$ cat src/esfe_pkg.sv
// ----------------------------------------------------------------------------
// esfe_pkg - shared types and constants of the event stream frame encoder
// Holds the command word passed from the front end to the back end, the
// segment codes that make up one command and the character codes in use.
// ----------------------------------------------------------------------------
`default_nettype none

package esfe_pkg;

    // Character codes
    localparam logic [7:0] CH_LF = 8'h0A;
    localparam logic [7:0] CH_CR = 8'h0D;
    localparam logic [7:0] CH_SP = 8'h20;

    // Item part codes
    localparam logic PART_EVENT = 1'b0;
    localparam logic PART_DATA  = 1'b1;

    // Widths
    localparam int LIMIT_W = 20;
    localparam int COUNT_W = 21;
    localparam int NUM_SEGS = 7;
    localparam int SEG_W = 3;

    // Segment codes, in emit order within one command
    localparam logic [SEG_W-1:0] SEG_LFA = 3'd0;  // LF closing an open event line
    localparam logic [SEG_W-1:0] SEG_EVP = 3'd1;  // "event: "
    localparam logic [SEG_W-1:0] SEG_DP1 = 3'd2;  // "data: " before the byte
    localparam logic [SEG_W-1:0] SEG_CHR = 3'd3;  // the byte itself
    localparam logic [SEG_W-1:0] SEG_LFB = 3'd4;  // LF closing the event line at its end
    localparam logic [SEG_W-1:0] SEG_DP2 = 3'd5;  // "data: " of the last line
    localparam logic [SEG_W-1:0] SEG_LFZ = 3'd6;  // LF LF closing the frame

    // One command: which segments to emit, the byte, and frame close
    typedef struct packed {
        logic [NUM_SEGS-1:0] segs;
        logic [7:0]          chr;
        logic                close;
    } t_cmd;

endpackage

`default_nettype wire

$ cat src/esfe_front.sv
// ----------------------------------------------------------------------------
// esfe_front - item classifier
// Tracks line state of the frame and turns each accepted item into one
// command word naming the segments that the back end must emit.
// ----------------------------------------------------------------------------
`default_nettype none

module esfe_front (
    input  wire logic          i_clk,
    input  wire logic          i_rst_n,
    input  wire logic          i_accept,
    input  wire logic          i_part,
    input  wire logic          i_has_byte,
    input  wire logic [7:0]    i_char_in,
    input  wire logic          i_last_of_part,
    output esfe_pkg::t_cmd     o_cmd,
    output logic               o_cmd_wr
);
    import esfe_pkg::*;

    logic r_ev_open, n_ev_open;
    logic r_at_ls, n_at_ls;
    logic r_acr, n_acr;
    logic is_brk;
    logic open_now;
    logic ls_next;
    t_cmd cmd;

    // Classify the item and compute the next line state
    always_comb begin
        n_ev_open  = r_ev_open;
        n_at_ls    = r_at_ls;
        n_acr      = r_acr;
        cmd        = '0;
        is_brk     = (i_char_in == CH_CR) || (i_char_in == CH_LF);
        open_now   = r_ev_open | i_has_byte;
        ls_next    = r_at_ls;
        if (i_part == PART_EVENT) begin
            if (i_has_byte) begin
                cmd.segs[SEG_EVP] = !r_ev_open;
                cmd.segs[SEG_CHR] = 1'b1;
                cmd.chr           = is_brk ? CH_SP : i_char_in;
            end
            cmd.segs[SEG_LFB] = i_last_of_part & open_now;
            n_ev_open         = open_now & !i_last_of_part;
        end else begin
            // close a pending event line; its byte is dropped
            cmd.segs[SEG_LFA] = r_ev_open;
            n_ev_open         = 1'b0;
            if (i_has_byte && !r_ev_open) begin
                if (r_acr && (i_char_in == CH_LF)) begin
                    n_acr = 1'b0;
                end else begin
                    n_acr             = (i_char_in == CH_CR);
                    cmd.segs[SEG_DP1] = r_at_ls;
                    cmd.segs[SEG_CHR] = 1'b1;
                    cmd.chr           = is_brk ? CH_LF : i_char_in;
                    ls_next           = is_brk;
                end
            end
            n_at_ls = ls_next;
            if (i_last_of_part) begin
                cmd.segs[SEG_DP2] = ls_next;
                cmd.segs[SEG_LFZ] = 1'b1;
                cmd.close         = 1'b1;
                n_ev_open         = 1'b0;
                n_at_ls           = 1'b1;
                n_acr             = 1'b0;
            end
        end
    end

    // Hold line state between items
    always_ff @(posedge i_clk) begin
        if (!i_rst_n) begin
            r_ev_open <= 1'b0;
            r_at_ls   <= 1'b1;
            r_acr     <= 1'b0;
        end else if (i_accept) begin
            r_ev_open <= n_ev_open;
            r_at_ls   <= n_at_ls;
            r_acr     <= n_acr;
        end
    end

    // Drop commands that emit nothing and close nothing
    assign o_cmd    = cmd;
    assign o_cmd_wr = i_accept & ((|cmd.segs) | cmd.close);

endmodule

`default_nettype wire

$ cat src/esfe_cmd_queue.sv
// ----------------------------------------------------------------------------
// esfe_cmd_queue - command queue
// Four-entry first-in first-out buffer of command words between the
// classifier and the emitter.
// ----------------------------------------------------------------------------
`default_nettype none

module esfe_cmd_queue (
    input  wire logic          i_clk,
    input  wire logic          i_rst_n,
    input  wire logic          i_wr,
    input  wire esfe_pkg::t_cmd i_wdata,
    output logic               o_full,
    input  wire logic          i_rd,
    output esfe_pkg::t_cmd     o_rdata,
    output logic               o_empty
);
    import esfe_pkg::*;

    localparam int DEPTH = 4;
    localparam int PTR_W = $clog2(DEPTH);

    t_cmd             r_mem [DEPTH];
    logic [PTR_W-1:0] r_wp;
    logic [PTR_W-1:0] r_rp;
    logic [PTR_W:0]   r_cnt;

    assign o_full  = (r_cnt == (PTR_W+1)'(DEPTH));
    assign o_empty = (r_cnt == '0);
    assign o_rdata = r_mem[r_rp];

    // Store incoming words
    always_ff @(posedge i_clk) begin
        if (i_wr) begin
            r_mem[r_wp] <= i_wdata;
        end
    end

    // Advance pointers and fill count
    always_ff @(posedge i_clk) begin
        if (!i_rst_n) begin
            r_wp  <= '0;
            r_rp  <= '0;
            r_cnt <= '0;
        end else begin
            if (i_wr) begin
                r_wp <= r_wp + 1'b1;
            end
            if (i_rd) begin
                r_rp <= r_rp + 1'b1;
            end
            if (i_wr && !i_rd) begin
                r_cnt <= r_cnt + 1'b1;
            end else if (!i_wr && i_rd) begin
                r_cnt <= r_cnt - 1'b1;
            end
        end
    end

endmodule

`default_nettype wire

$ cat src/esfe_back.sv
// ----------------------------------------------------------------------------
// esfe_back - frame byte emitter
// Walks command segments, one byte a cycle into the consumer's buffer while
// it has room, counts frame bytes against the limit and aborts on overrun.
// ----------------------------------------------------------------------------
`default_nettype none

module esfe_back (
    input  wire logic                          i_clk,
    input  wire logic                          i_rst_n,
    input  wire logic [esfe_pkg::LIMIT_W-1:0]  i_limit,
    input  wire esfe_pkg::t_cmd                i_cmd,
    input  wire logic                          i_cmd_empty,
    output logic                               o_cmd_rd,
    input  wire logic                          i_pop,
    output logic                               o_empty,
    output logic [7:0]                         o_out_byte,
    output logic                               o_frame_end,
    output logic                               o_error
);
    import esfe_pkg::*;

    typedef struct packed {
        logic [7:0] data;
        logic       fend;
        logic       err;
    } t_res;

    // Segment length in bytes
    function automatic logic [2:0] seg_len(input logic [SEG_W-1:0] seg);
        logic [2:0] len;
        unique case (seg)
            SEG_EVP:          len = 3'd7;
            SEG_DP1, SEG_DP2: len = 3'd6;
            SEG_LFZ:          len = 3'd2;
            default:          len = 3'd1;
        endcase
        return len;
    endfunction

    // Byte at position idx of a segment
    function automatic logic [7:0] seg_byte(input logic [SEG_W-1:0] seg,
                                            input logic [2:0] idx,
                                            input logic [7:0] chr);
        logic [7:0] b;
        b = CH_LF;
        unique case (seg)
            SEG_EVP: begin
                case (idx)
                    3'd0:    b = "e";
                    3'd1:    b = "v";
                    3'd2:    b = "e";
                    3'd3:    b = "n";
                    3'd4:    b = "t";
                    3'd5:    b = ":";
                    default: b = CH_SP;
                endcase
            end
            SEG_DP1, SEG_DP2: begin
                case (idx)
                    3'd0:    b = "d";
                    3'd1:    b = "a";
                    3'd2:    b = "t";
                    3'd3:    b = "a";
                    3'd4:    b = ":";
                    default: b = CH_SP;
                endcase
            end
            SEG_CHR: b = chr;
            default: b = CH_LF;
        endcase
        return b;
    endfunction

    // Current command
    logic                r_cur_valid;
    t_cmd                r_cur;
    logic [2:0]          r_idx;
    logic [COUNT_W-1:0]  r_count;
    logic                r_aborted;

    // Output buffer
    t_res                r_ob [2];
    logic                r_ob_wp;
    logic                r_ob_rp;
    logic [1:0]          r_ob_cnt;

    logic [SEG_W-1:0]    seg;
    logic                any_seg;
    logic [NUM_SEGS-1:0] rest;
    logic                seg_last;
    logic                cmd_last;
    logic                over;
    logic                skip;
    logic                emit;
    logic                done;
    logic                take;
    logic                ob_full;
    logic                ob_pop;
    t_res                res;

    // Pick the lowest pending segment
    always_comb begin
        seg = '0;
        for (int k = NUM_SEGS - 1; k >= 0; k--) begin
            if (r_cur.segs[k]) begin
                seg = SEG_W'(k);
            end
        end
    end

    always_comb begin
        any_seg  = |r_cur.segs;
        rest     = r_cur.segs & ~(NUM_SEGS'(1) << seg);
        seg_last = (r_idx == seg_len(seg) - 3'd1);
        cmd_last = seg_last && (rest == '0);
        over     = (r_count + COUNT_W'(1)) > {1'b0, i_limit};
        ob_full  = (r_ob_cnt == 2'd2);
        ob_pop   = i_pop && (r_ob_cnt != 2'd0);
        skip     = r_cur_valid && (r_aborted || !any_seg);
        emit     = r_cur_valid && !skip && !ob_full;
        done     = skip || (emit && (over || cmd_last));
        take     = !r_cur_valid || done;
        o_cmd_rd = take && !i_cmd_empty;
        if (over) begin
            res = '{data: 8'h00, fend: 1'b1, err: 1'b1};
        end else begin
            res = '{data: seg_byte(seg, r_idx, r_cur.chr),
                    fend: cmd_last && r_cur.close, err: 1'b0};
        end
    end

    // Load commands and advance through segments
    always_ff @(posedge i_clk) begin
        if (!i_rst_n) begin
            r_cur_valid <= 1'b0;
            r_idx       <= '0;
        end else begin
            if (take) begin
                r_cur_valid <= !i_cmd_empty;
                r_cur       <= i_cmd;
                r_idx       <= '0;
            end else if (emit) begin
                if (seg_last) begin
                    r_cur.segs <= rest;
                    r_idx      <= '0;
                end else begin
                    r_idx <= r_idx + 3'd1;
                end
            end
        end
    end

    // Count frame bytes; abort on overrun; clear when the frame closes
    always_ff @(posedge i_clk) begin
        if (!i_rst_n) begin
            r_count   <= '0;
            r_aborted <= 1'b0;
        end else if (done && r_cur.close) begin
            r_count   <= '0;
            r_aborted <= 1'b0;
        end else if (emit) begin
            if (over) begin
                r_aborted <= 1'b1;
            end else begin
                r_count <= r_count + COUNT_W'(1);
            end
        end
    end

    // Buffer result words
    always_ff @(posedge i_clk) begin
        if (emit) begin
            r_ob[r_ob_wp] <= res;
        end
    end

    always_ff @(posedge i_clk) begin
        if (!i_rst_n) begin
            r_ob_wp  <= 1'b0;
            r_ob_rp  <= 1'b0;
            r_ob_cnt <= '0;
        end else begin
            if (emit) begin
                r_ob_wp <= !r_ob_wp;
            end
            if (ob_pop) begin
                r_ob_rp <= !r_ob_rp;
            end
            if (emit && !ob_pop) begin
                r_ob_cnt <= r_ob_cnt + 2'd1;
            end else if (!emit && ob_pop) begin
                r_ob_cnt <= r_ob_cnt - 2'd1;
            end
        end
    end

    assign o_empty     = (r_ob_cnt == 2'd0);
    assign o_out_byte  = r_ob[r_ob_rp].data;
    assign o_frame_end = r_ob[r_ob_rp].fend;
    assign o_error     = r_ob[r_ob_rp].err;

endmodule

`default_nettype wire

$ cat src/event_stream_frame_encoder.sv
// ----------------------------------------------------------------------------
// event_stream_frame_encoder - server-sent-events frame encoder
// Encodes an event name and data payload, one byte per word, into an event
// stream frame, one byte per result word, with a frame length limit.
// ----------------------------------------------------------------------------
//   channel  | handshake                 | payload
//   ---------+---------------------------+-------------------------------------
//   input    | push / full               | i_part i_has_byte i_char_in
//            |                           | i_last_of_part
//   result   | pop / empty               | o_out_byte o_frame_end o_error
//   config   | i_cfg_valid / o_cfg_ready | i_max_frame_bytes
//
// The classifier takes one word per cycle while the command queue has room.
// The emitter produces one result byte per cycle while the output buffer has
// room; a word causes up to 15 bytes, a word that causes nothing is dropped at
// once, and one that comes after an abort yields no byte. Reset is
// synchronous; it clears line state, the byte count, the queues and sets the
// limit to 65536. A stalled consumer fills the two-word output buffer, the
// emitter's current command and then the command queue before full rises.
// ----------------------------------------------------------------------------
`default_nettype none

module event_stream_frame_encoder (
    input  wire logic        i_clk,
    input  wire logic        i_rst_n,
    input  wire logic        push,
    output logic             full,
    input  wire logic        i_part,
    input  wire logic        i_has_byte,
    input  wire logic [7:0]  i_char_in,
    input  wire logic        i_last_of_part,
    output logic             empty,
    input  wire logic        pop,
    output logic [7:0]       o_out_byte,
    output logic             o_frame_end,
    output logic             o_error,
    input  wire logic        i_cfg_valid,
    output logic             o_cfg_ready,
    input  wire logic [19:0] i_max_frame_bytes
);
    import esfe_pkg::*;

    localparam logic [LIMIT_W-1:0] LIMIT_RESET = 20'd65536;

    logic [LIMIT_W-1:0] r_limit;
    logic               accept;
    t_cmd               front_cmd;
    logic               front_wr;
    logic               q_full;
    logic               q_empty;
    logic               q_rd;
    t_cmd               q_cmd;

    // Hold the frame length limit
    always_ff @(posedge i_clk) begin
        if (!i_rst_n) begin
            r_limit <= LIMIT_RESET;
        end else if (i_cfg_valid && o_cfg_ready) begin
            r_limit <= i_max_frame_bytes;
        end
    end

    assign o_cfg_ready = 1'b1;
    assign full        = q_full;
    assign accept      = push && !q_full;

    esfe_front u_front (
        .i_clk          (i_clk),
        .i_rst_n        (i_rst_n),
        .i_accept       (accept),
        .i_part         (i_part),
        .i_has_byte     (i_has_byte),
        .i_char_in      (i_char_in),
        .i_last_of_part (i_last_of_part),
        .o_cmd          (front_cmd),
        .o_cmd_wr       (front_wr)
    );

    esfe_cmd_queue u_queue (
        .i_clk   (i_clk),
        .i_rst_n (i_rst_n),
        .i_wr    (front_wr),
        .i_wdata (front_cmd),
        .o_full  (q_full),
        .i_rd    (q_rd),
        .o_rdata (q_cmd),
        .o_empty (q_empty)
    );

    esfe_back u_back (
        .i_clk       (i_clk),
        .i_rst_n     (i_rst_n),
        .i_limit     (r_limit),
        .i_cmd       (q_cmd),
        .i_cmd_empty (q_empty),
        .o_cmd_rd    (q_rd),
        .i_pop       (pop),
        .o_empty     (empty),
        .o_out_byte  (o_out_byte),
        .o_frame_end (o_frame_end),
        .o_error     (o_error)
    );

    // An abort word always ends the frame
    a_err_ends: assert property (@(posedge i_clk) disable iff (!i_rst_n)
        (!empty && o_error) |-> (o_frame_end && (o_out_byte == 8'h00)))
        else $error("abort word without frame end");

    // A regular frame ends on a line feed
    a_end_lf: assert property (@(posedge i_clk) disable iff (!i_rst_n)
        (!empty && o_frame_end && !o_error) |-> (o_out_byte == CH_LF))
        else $error("frame ends on a byte other than LF");

    // The classifier never writes into a full queue
    a_no_ovf: assert property (@(posedge i_clk) disable iff (!i_rst_n)
        front_wr |-> !q_full)
        else $error("command queue overflow");

    // A command is read only when one is waiting
    a_no_udf: assert property (@(posedge i_clk) disable iff (!i_rst_n)
        q_rd |-> !q_empty)
        else $error("command queue underflow");

endmodule

`default_nettype wire

$ cat config.mk
export PLATFORM = sky130hd
export DESIGN_NAME = event_stream_frame_encoder
export DESIGN_NICKNAME = d
export VERILOG_FILES = /design/src/esfe_pkg.sv /design/src/esfe_front.sv /design/src/esfe_cmd_queue.sv /design/src/esfe_back.sv /design/src/event_stream_frame_encoder.sv
export SDC_FILE = /design/constraint.sdc
export NUM_CORES = 1
export LEC_CHECK = 0
export BUFFER_PORTS_ARGS = -buffer_cell sky130_fd_sc_hd__buf_4
export CAP_MARGIN = 10
export CORE_MARGIN = 3
export CORE_UTILIZATION = 55
export DETAILED_ROUTE_END_ITERATION = 6
export PLACE_DENSITY = 0.8
export SYNTH_ARGS = -nofsm -noshare
export SYNTH_HDL_FRONTEND = slang
export SYNTH_SLANG_ARGS = --single-unit
$ cat constraint.sdc
create_clock -name i_clk -period 5.7 [get_ports i_clk]
set_input_delay 1.14 -clock i_clk [delete_from_list [all_inputs] [get_ports i_clk]]
set_output_delay 1.14 -clock i_clk [all_outputs]
set_load 0.03 [all_outputs]
==> impl_metrics.ini, run 1 <==
[outcome]
status = complete, no violations

[yosys]
synth_cell_types = 65
synth_edf_count = 96
syn_nets = 753
synth_async_sr_flop_share_pct = 0
syn_inst = 680
netlist_area_mm2 = 0.00773
ys_seq_elements = 159
yosys.area.top_type = edfxtp_1
synth-main-ff-cell = edfxtp_1
ys_seq_area_share_pct = 53.6
syn_avg_cell_area_um2 = 11.4
yosys_warnings = 0
synth_area_leaders = edfxtp_1 (37%), dfxtp_1 (16%), ha_1 (5.8%), nor2_1 (5.0%), mux4_2 (4.4%)
synth_top_area_share_pct = 37.3

[cts]
cts_hold_buffers = 0
cts_buffer_depth = 2
clockRootBuffer = clkbuf_16
insertion_delay_ns = 0.43
h-tree-depth = 4
cts_made_buffers = 17
clk_pin_slew_ns = 0.06
clock-sinks = 159
postCtsSetupRepairBufs = 0
tritoncts = yes

[layout]
nNetsFinal = 798
drive_above_1_share_pct = 17.2
final_common_cell = nor2_1
fin_cells = 914
seq_area_mm2 = 0.00414
multi_input_area_mm2 = 0.00334
diodes = 0
synthToLayoutAreaGrowth_pct = 13.9
layout_common_cells = nor2_1 (104), edfxtp_1 (96), dfxtp_1 (63)
fill_cells = 980

[floorplanning]
chipHeight_um = 125
row_count = 42
die_area_mm2 = 0.0155
die_w_um = 125
ios = 49
core_area_mm2 = 0.0135
initial_core_util_pct = 57.3

[drt]
wirelength_um = 15100
final_antenna_net_count = 0
drc_errors = 0
wire_per_inst_um = 16.5
drt-initial-drc-count = 397
vias = 5163
dr.pass1.iters = 4
vias_per_cell = 5.65

[worst_setup_path]
crit_type = flip-flop to flip-flop
start_kind = flip-flop
cp-end-kind = flip-flop
worstPathArrival_ns = 5.60
cp_max_fo = 17
crit_required_ns = 6.06

[power]
p_comb_share_pct = 28.7
p_seq_share_pct = 41.8
net-switching-power_mw = 1.27
cellPowerDensity_mw_per_mm2 = 437
p_clk_share_pct = 29.6
leakagePower_nw = 3.41
total_power_mw = 3.85
swShare_pct = 33.1
peakVddDrop_mv = 0.277
internal-power_mw = 2.57

[global_route]
overflow = 0
antenna_found_initial = 0
grt_start_max_net_pins = 23
grt_use_total_pct = 20.3
grt_pass1_wl_um = 25400
grt_pass1_vias = 5232

[place]
place.detailed.hpwl_um = 10600
gp_congestion = 0.861
port_buffers = 47
dpl.cell_count = 882
dpl_worst_slack_ns = 0.305

[sta]
fin_crit_ns = 5.24
tns_ns = 0
fin_skew_ns = 0.0118
finalSetupViolCount = 0
drv_slew = 0
worstMarginPinSlew_ns = 0.981
worst_hold_slack_ns = 0.446
setup_ws_ns = 0.463
slew_headroom_pct = 34.5
finalHoldViolCount = 0
rsz0062_at_grt = false
fmax_mhz = 191
period_share_pct = 91.9

[worst_hold_path]
hp-class = flip-flop to flip-flop

[flow_run]
cap_viol_max_count = 0
==> critical path, cell delays in order, from the launching register on <==
cell,delay [ns]
dfxtp_1,0.43
and3_1,0.18
nand3_1,0.16
or3_1,0.46
nor2_1,0.24
nand3_1,0.21
nor2_1,0.17
xor2_1,0.19
ha_1,0.29
nand3_1,0.14
nor3_1,0.08
a2111oi_2,0.39
and4bb_2,0.31
o21a_1,0.29
o21ai_4,0.19
nand2_4,0.15
ha_1,0.20
inv_1,0.07
fa_1,0.38
xor2_1,0.17
or3_1,0.32
a21oi_1,0.15
==> synth_stat cells (4+ instances only) <==
| cell type | instances |
|---|---|
| a21o_1 | 5 |
| a21oi_1 | 26 |
| a31oi_1 | 7 |
| and2_1 | 10 |
| and3_1 | 11 |
| buf_1 | 6 |
| clkbuf_1 | 10 |
| dfxtp_1 | 63 |
| edfxtp_1 | 96 |
| ha_1 | 36 |
| inv_1 | 38 |
| mux2_2 | 11 |
| mux2i_1 | 24 |
| mux4_2 | 15 |
| nand2_1 | 42 |
| nand2b_1 | 5 |
| nand3_1 | 21 |
| nor2_1 | 104 |
| nor2b_1 | 9 |
| nor3_1 | 13 |
| o21ai_0 | 12 |
| o21ai_1 | 4 |
| or3_1 | 5 |
| xnor2_1 | 30 |
| xor2_1 | 15 |
==> stage by stage <==
| step | instance area, µm² | util [%] |
|---|---|---|
| after floorplan | 7730 | - |
| after global placement | 8200 | 60.7 |
| after detailed placement | 8200 | 60.7 |
| after CTS | 8790 | 65.1 |
| after global routing | 8810 | 65.2 |
| final | 8810 | 65.2 |
==> cell type report <==
cell class              instances  area share, %
flip-flops and latches        159           47.0
multi-input cells             459           37.9
clock buffers                  17           4.83
repair buffers                 48           4.09
well taps                     176           2.50
clock inverters                15           1.92
inverters                      40           1.70
==> metal layers <==
layer / vias to the layer above / share of wire [%] / GRT usage, %
met5: - / 0 / 0
met4: 0 / 1.8 / 7.80
met3: 25 / 4.7 / 4.72
met2: 134 / 49 / 34.4
met1: 2507 / 45 / 25.4
li1: 2497 / - / -
==> registers in the layout, summed over array words and instances (netlist names), named ones only <==
name,cells
r_limit,20
u_back.r_aborted,1
u_back.r_count,21
u_back.r_cur,16
u_back.r_cur_valid,1
u_back.r_idx,3
u_back.r_ob,20
u_back.r_ob_cnt,2
u_back.r_ob_rp,1
u_back.r_ob_wp,1
u_front.r_acr,1
u_front.r_at_ls,1
u_front.r_ev_open,1
u_queue.r_cnt,3
u_queue.r_mem,60
u_queue.r_rp,2
u_queue.r_wp,2
==> path summary, 6_finish.rpt <==
kind | start | end | slack (ns) | depth (start not counted)
max reg2reg | u_back.r_count[0] | u_queue.r_cnt[2] | 0.46 | 21
max | u_back.r_count[0] | u_queue.r_cnt[2] | 0.46 | 21
min reg2reg | u_back.r_count[20] | u_back.r_count[20] | 0.45 | 2
min | u_back.r_count[20] | u_back.r_count[20] | 0.45 | 2
==> timing repair <==
item | 4_1_cts | 5_1_grt
gates resized for setup | 0 | 3
endpoints found under the setup margin | 0 | 1
endpoints found under the hold margin | 0 | 0
==> power groups by stage <==
stage	Sequential (mW)	Combinational (mW)	Clock, mW
after floorplan	1.55	0.872	0
after global placement	1.61	1.03	0
after detailed placement	1.63	1.08	0
after CTS	1.61	1.10	1.15
after global routing	1.63	1.21	1.21
final	1.61	1.10	1.14
==> cells by family (layout without fill, tap and decap cells) <==
| kind of cell | Yosys count | in the layout | synth area share (%) |
|---|---|---|---|
| buf+inv | 62 | 120 | 3.41 |
| xor+xnor | 45 | 45 | 5.10 |
| flops | 159 | 159 | 53.6 |
| fa+ha+maj | 37 | 37 | 6.08 |
| compound gates | 81 | 81 | 7.15 |
| mux | 52 | 52 | 9.37 |
| other cells | 1 | 1 | 0.0485 |
| simple gates | 243 | 243 | 15.2 |
(Power assumes the default switching activity.)
==> run 2, diff against run 1 <==
--- a/config.mk
+++ b/config.mk
@@ -8,9 +8,9 @@
 export BUFFER_PORTS_ARGS = -buffer_cell sky130_fd_sc_hd__buf_4
 export CAP_MARGIN = 10
 export CORE_MARGIN = 3
-export CORE_UTILIZATION = 55
+export CORE_UTILIZATION = 45
 export DETAILED_ROUTE_END_ITERATION = 6
-export PLACE_DENSITY = 0.8
+export PLACE_DENSITY = 0.69
 export SYNTH_ARGS = -nofsm -noshare
 export SYNTH_HDL_FRONTEND = slang
 export SYNTH_SLANG_ARGS = --single-unit
==> impl_metrics.ini, run 2 (synthesis gave the netlist of run 1 again) <==
[layout]
largest_reg_flops = 60
nNetsFinal = 799
fill_cells = 1394
largest_registers = u_queue.r_mem x60, u_back.r_count x21
synthToLayoutAreaGrowth_pct = 14.7
final_core_util_pct = 53.1
diodes = 0
largest-register = u_queue.r_mem
layout_common_cells = nor2_1 (104), edfxtp_1 (96), dfxtp_1 (63)
fin_cells = 959
final_common_cell = nor2_1
drive_above_1_share_pct = 17.5

[worst_setup_path]
crit_required_ns = 6.05
cp_max_fo = 6
timing.rr.start = u_back.r_count[0]
critPathLaunch = u_back.r_count[0]
worstPathArrival_ns = 5.46
crit_path_end = u_queue.r_cnt[2]
cp-end-kind = flip-flop
start_kind = flip-flop
r2r-end = u_queue.r_cnt[2]
reg2reg_setup_slack_ns = 0.59
r2r_cells = 22
crit_type = flip-flop to flip-flop

[power]
leakagePower_nw = 3.41
peakVddDrop_mv = 0.259
cellPowerDensity_mw_per_mm2 = 431

[sta]
drv_slew = 0
fin_crit_ns = 5.11
rsz0062_at_grt = false
slew_headroom_pct = 32.6
tns_ns = 0
setup_ws_ns = 0.593
fmax_mhz = 196
finalHoldViolCount = 0
fin_skew_ns = 0.0107
finalSetupViolCount = 0
period_share_pct = 89.6
worstMarginPinSlew_ns = 1.01

[drt]
drc_errors = 0
wire_per_inst_um = 15.4
vias_per_cell = 5.23
final_antenna_net_count = 0
dr.pass1.iters = 4
wirelength_um = 14800
drt-initial-drc-count = 366
vias = 5017

[cts]
clockRootBuffer = clkbuf_16
clk_pin_slew_ns = 0.06
cts_buffer_depth = 2
insertion_delay_ns = 0.43
h-tree-depth = 4
clock-sinks = 159
tritoncts = yes
cts_made_buffers = 17

[floorplanning]
core_area_mm2 = 0.0167
chipHeight_um = 137
ios = 49
die_w_um = 137
die_area_mm2 = 0.0188
initial_core_util_pct = 46.3
row_count = 47

[global_route]
antenna_found_initial = 0
grt_pass1_wl_um = 24200
grt_use_total_pct = 16.6
overflow = 0
grt_pass1_vias = 4972
grt_start_max_net_pins = 23

[place]
dpl_worst_slack_ns = 0.362
dpl.cell_count = 927
gp_congestion = 0.890
port_buffers = 47
place.detailed.hpwl_um = 10600

[flow_run]
cap_viol_max_count = 0

[worst_hold_path]
hp-class = flip-flop to flip-flop

[outcome]
status = complete, no violations
-- run 2: routing by layer --
layer	GRT usage [%]	up-vias	wire [µm]
met5	0	-	0
met4	4.77	0	174
met3	4.38	16	561
li1	-	2505	-
met2	27.5	93	7180
met1	21.5	2403	6850
-- run 2: worst max-delay path, stage by stage, from the launching register on --
cell and delay, ns:
dfxtp_1 0.41, ha_1 0.25, nand3_2 0.18, nor4_4 0.42
nand3_1 0.20, inv_1 0.10, nand3_1 0.17, nor2_1 0.18
xor2_1 0.17, ha_1 0.26, nand3_1 0.14, nor3_1 0.08
a2111oi_2 0.39, and4bb_2 0.30, o21a_1 0.29, o21ai_4 0.09
nand2_4 0.09, ha_1 0.19, inv_1 0.09, fa_1 0.41
xor2_1 0.17, or3_1 0.30, a21oi_1 0.15
-- run 2: what timing repair did --
action / in CTS / in global routing
hold buffers: 0 / 0
gates resized for setup: 0 / 3
setup endpoints to repair: 0 / 2
setup buffers: 0 / 0
-- run 2: how the worst min path moves through the flow --
stage                        from            endpoint  slack [ns]  depth (start not counted)
3_5_place_dp   u_back.r_count[20]  u_back.r_count[20]        0.43                          2
4_1_cts        u_back.r_count[20]  u_back.r_count[20]        0.44                          2
6_report       u_back.r_count[20]  u_back.r_count[20]        0.44                          2
5_1_grt        u_back.r_count[20]  u_back.r_count[20]        0.47                          2
2_1_floorplan  u_back.r_count[20]  u_back.r_count[20]        0.42                          2
3_3_place_gp   u_back.r_count[20]  u_back.r_count[20]        0.43                          2
-- run 2: per-stage QoR --
stage | hold slack, ns | cell area (µm²) | total power [mW]
final | 0.442 | 8870 | 3.83
after global routing | 0.471 | 8870 | 4.04
after CTS | 0.442 | 8860 | 3.86
after detailed placement | 0.433 | 8260 | 2.72
after global placement | 0.430 | 8260 | 2.66
after floorplan | 0.421 | 7730 | 2.42
-- run 2: area by class of cell --
| cell class | count | area (µm²) | share of cell area (%) |
|---|---|---|---|
| clock buffers | 19 | 443 | 4.99 |
| clock inverters | 13 | 151 | 1.71 |
| repair buffers | 49 | 368 | 4.15 |
| flip-flops and latches | 159 | 4140 | 46.7 |
| multi-input cells | 459 | 3340 | 37.6 |
| inverters | 40 | 150 | 1.69 |
| well taps | 220 | 275 | 3.10 |
-- run 2: where the power goes --
group / switching [mW] / internal, mW
combinational: 0.628 / 0.464
sequential: 0.146 / 1.45
clock: 0.467 / 0.666
total: 1.24 / 2.58
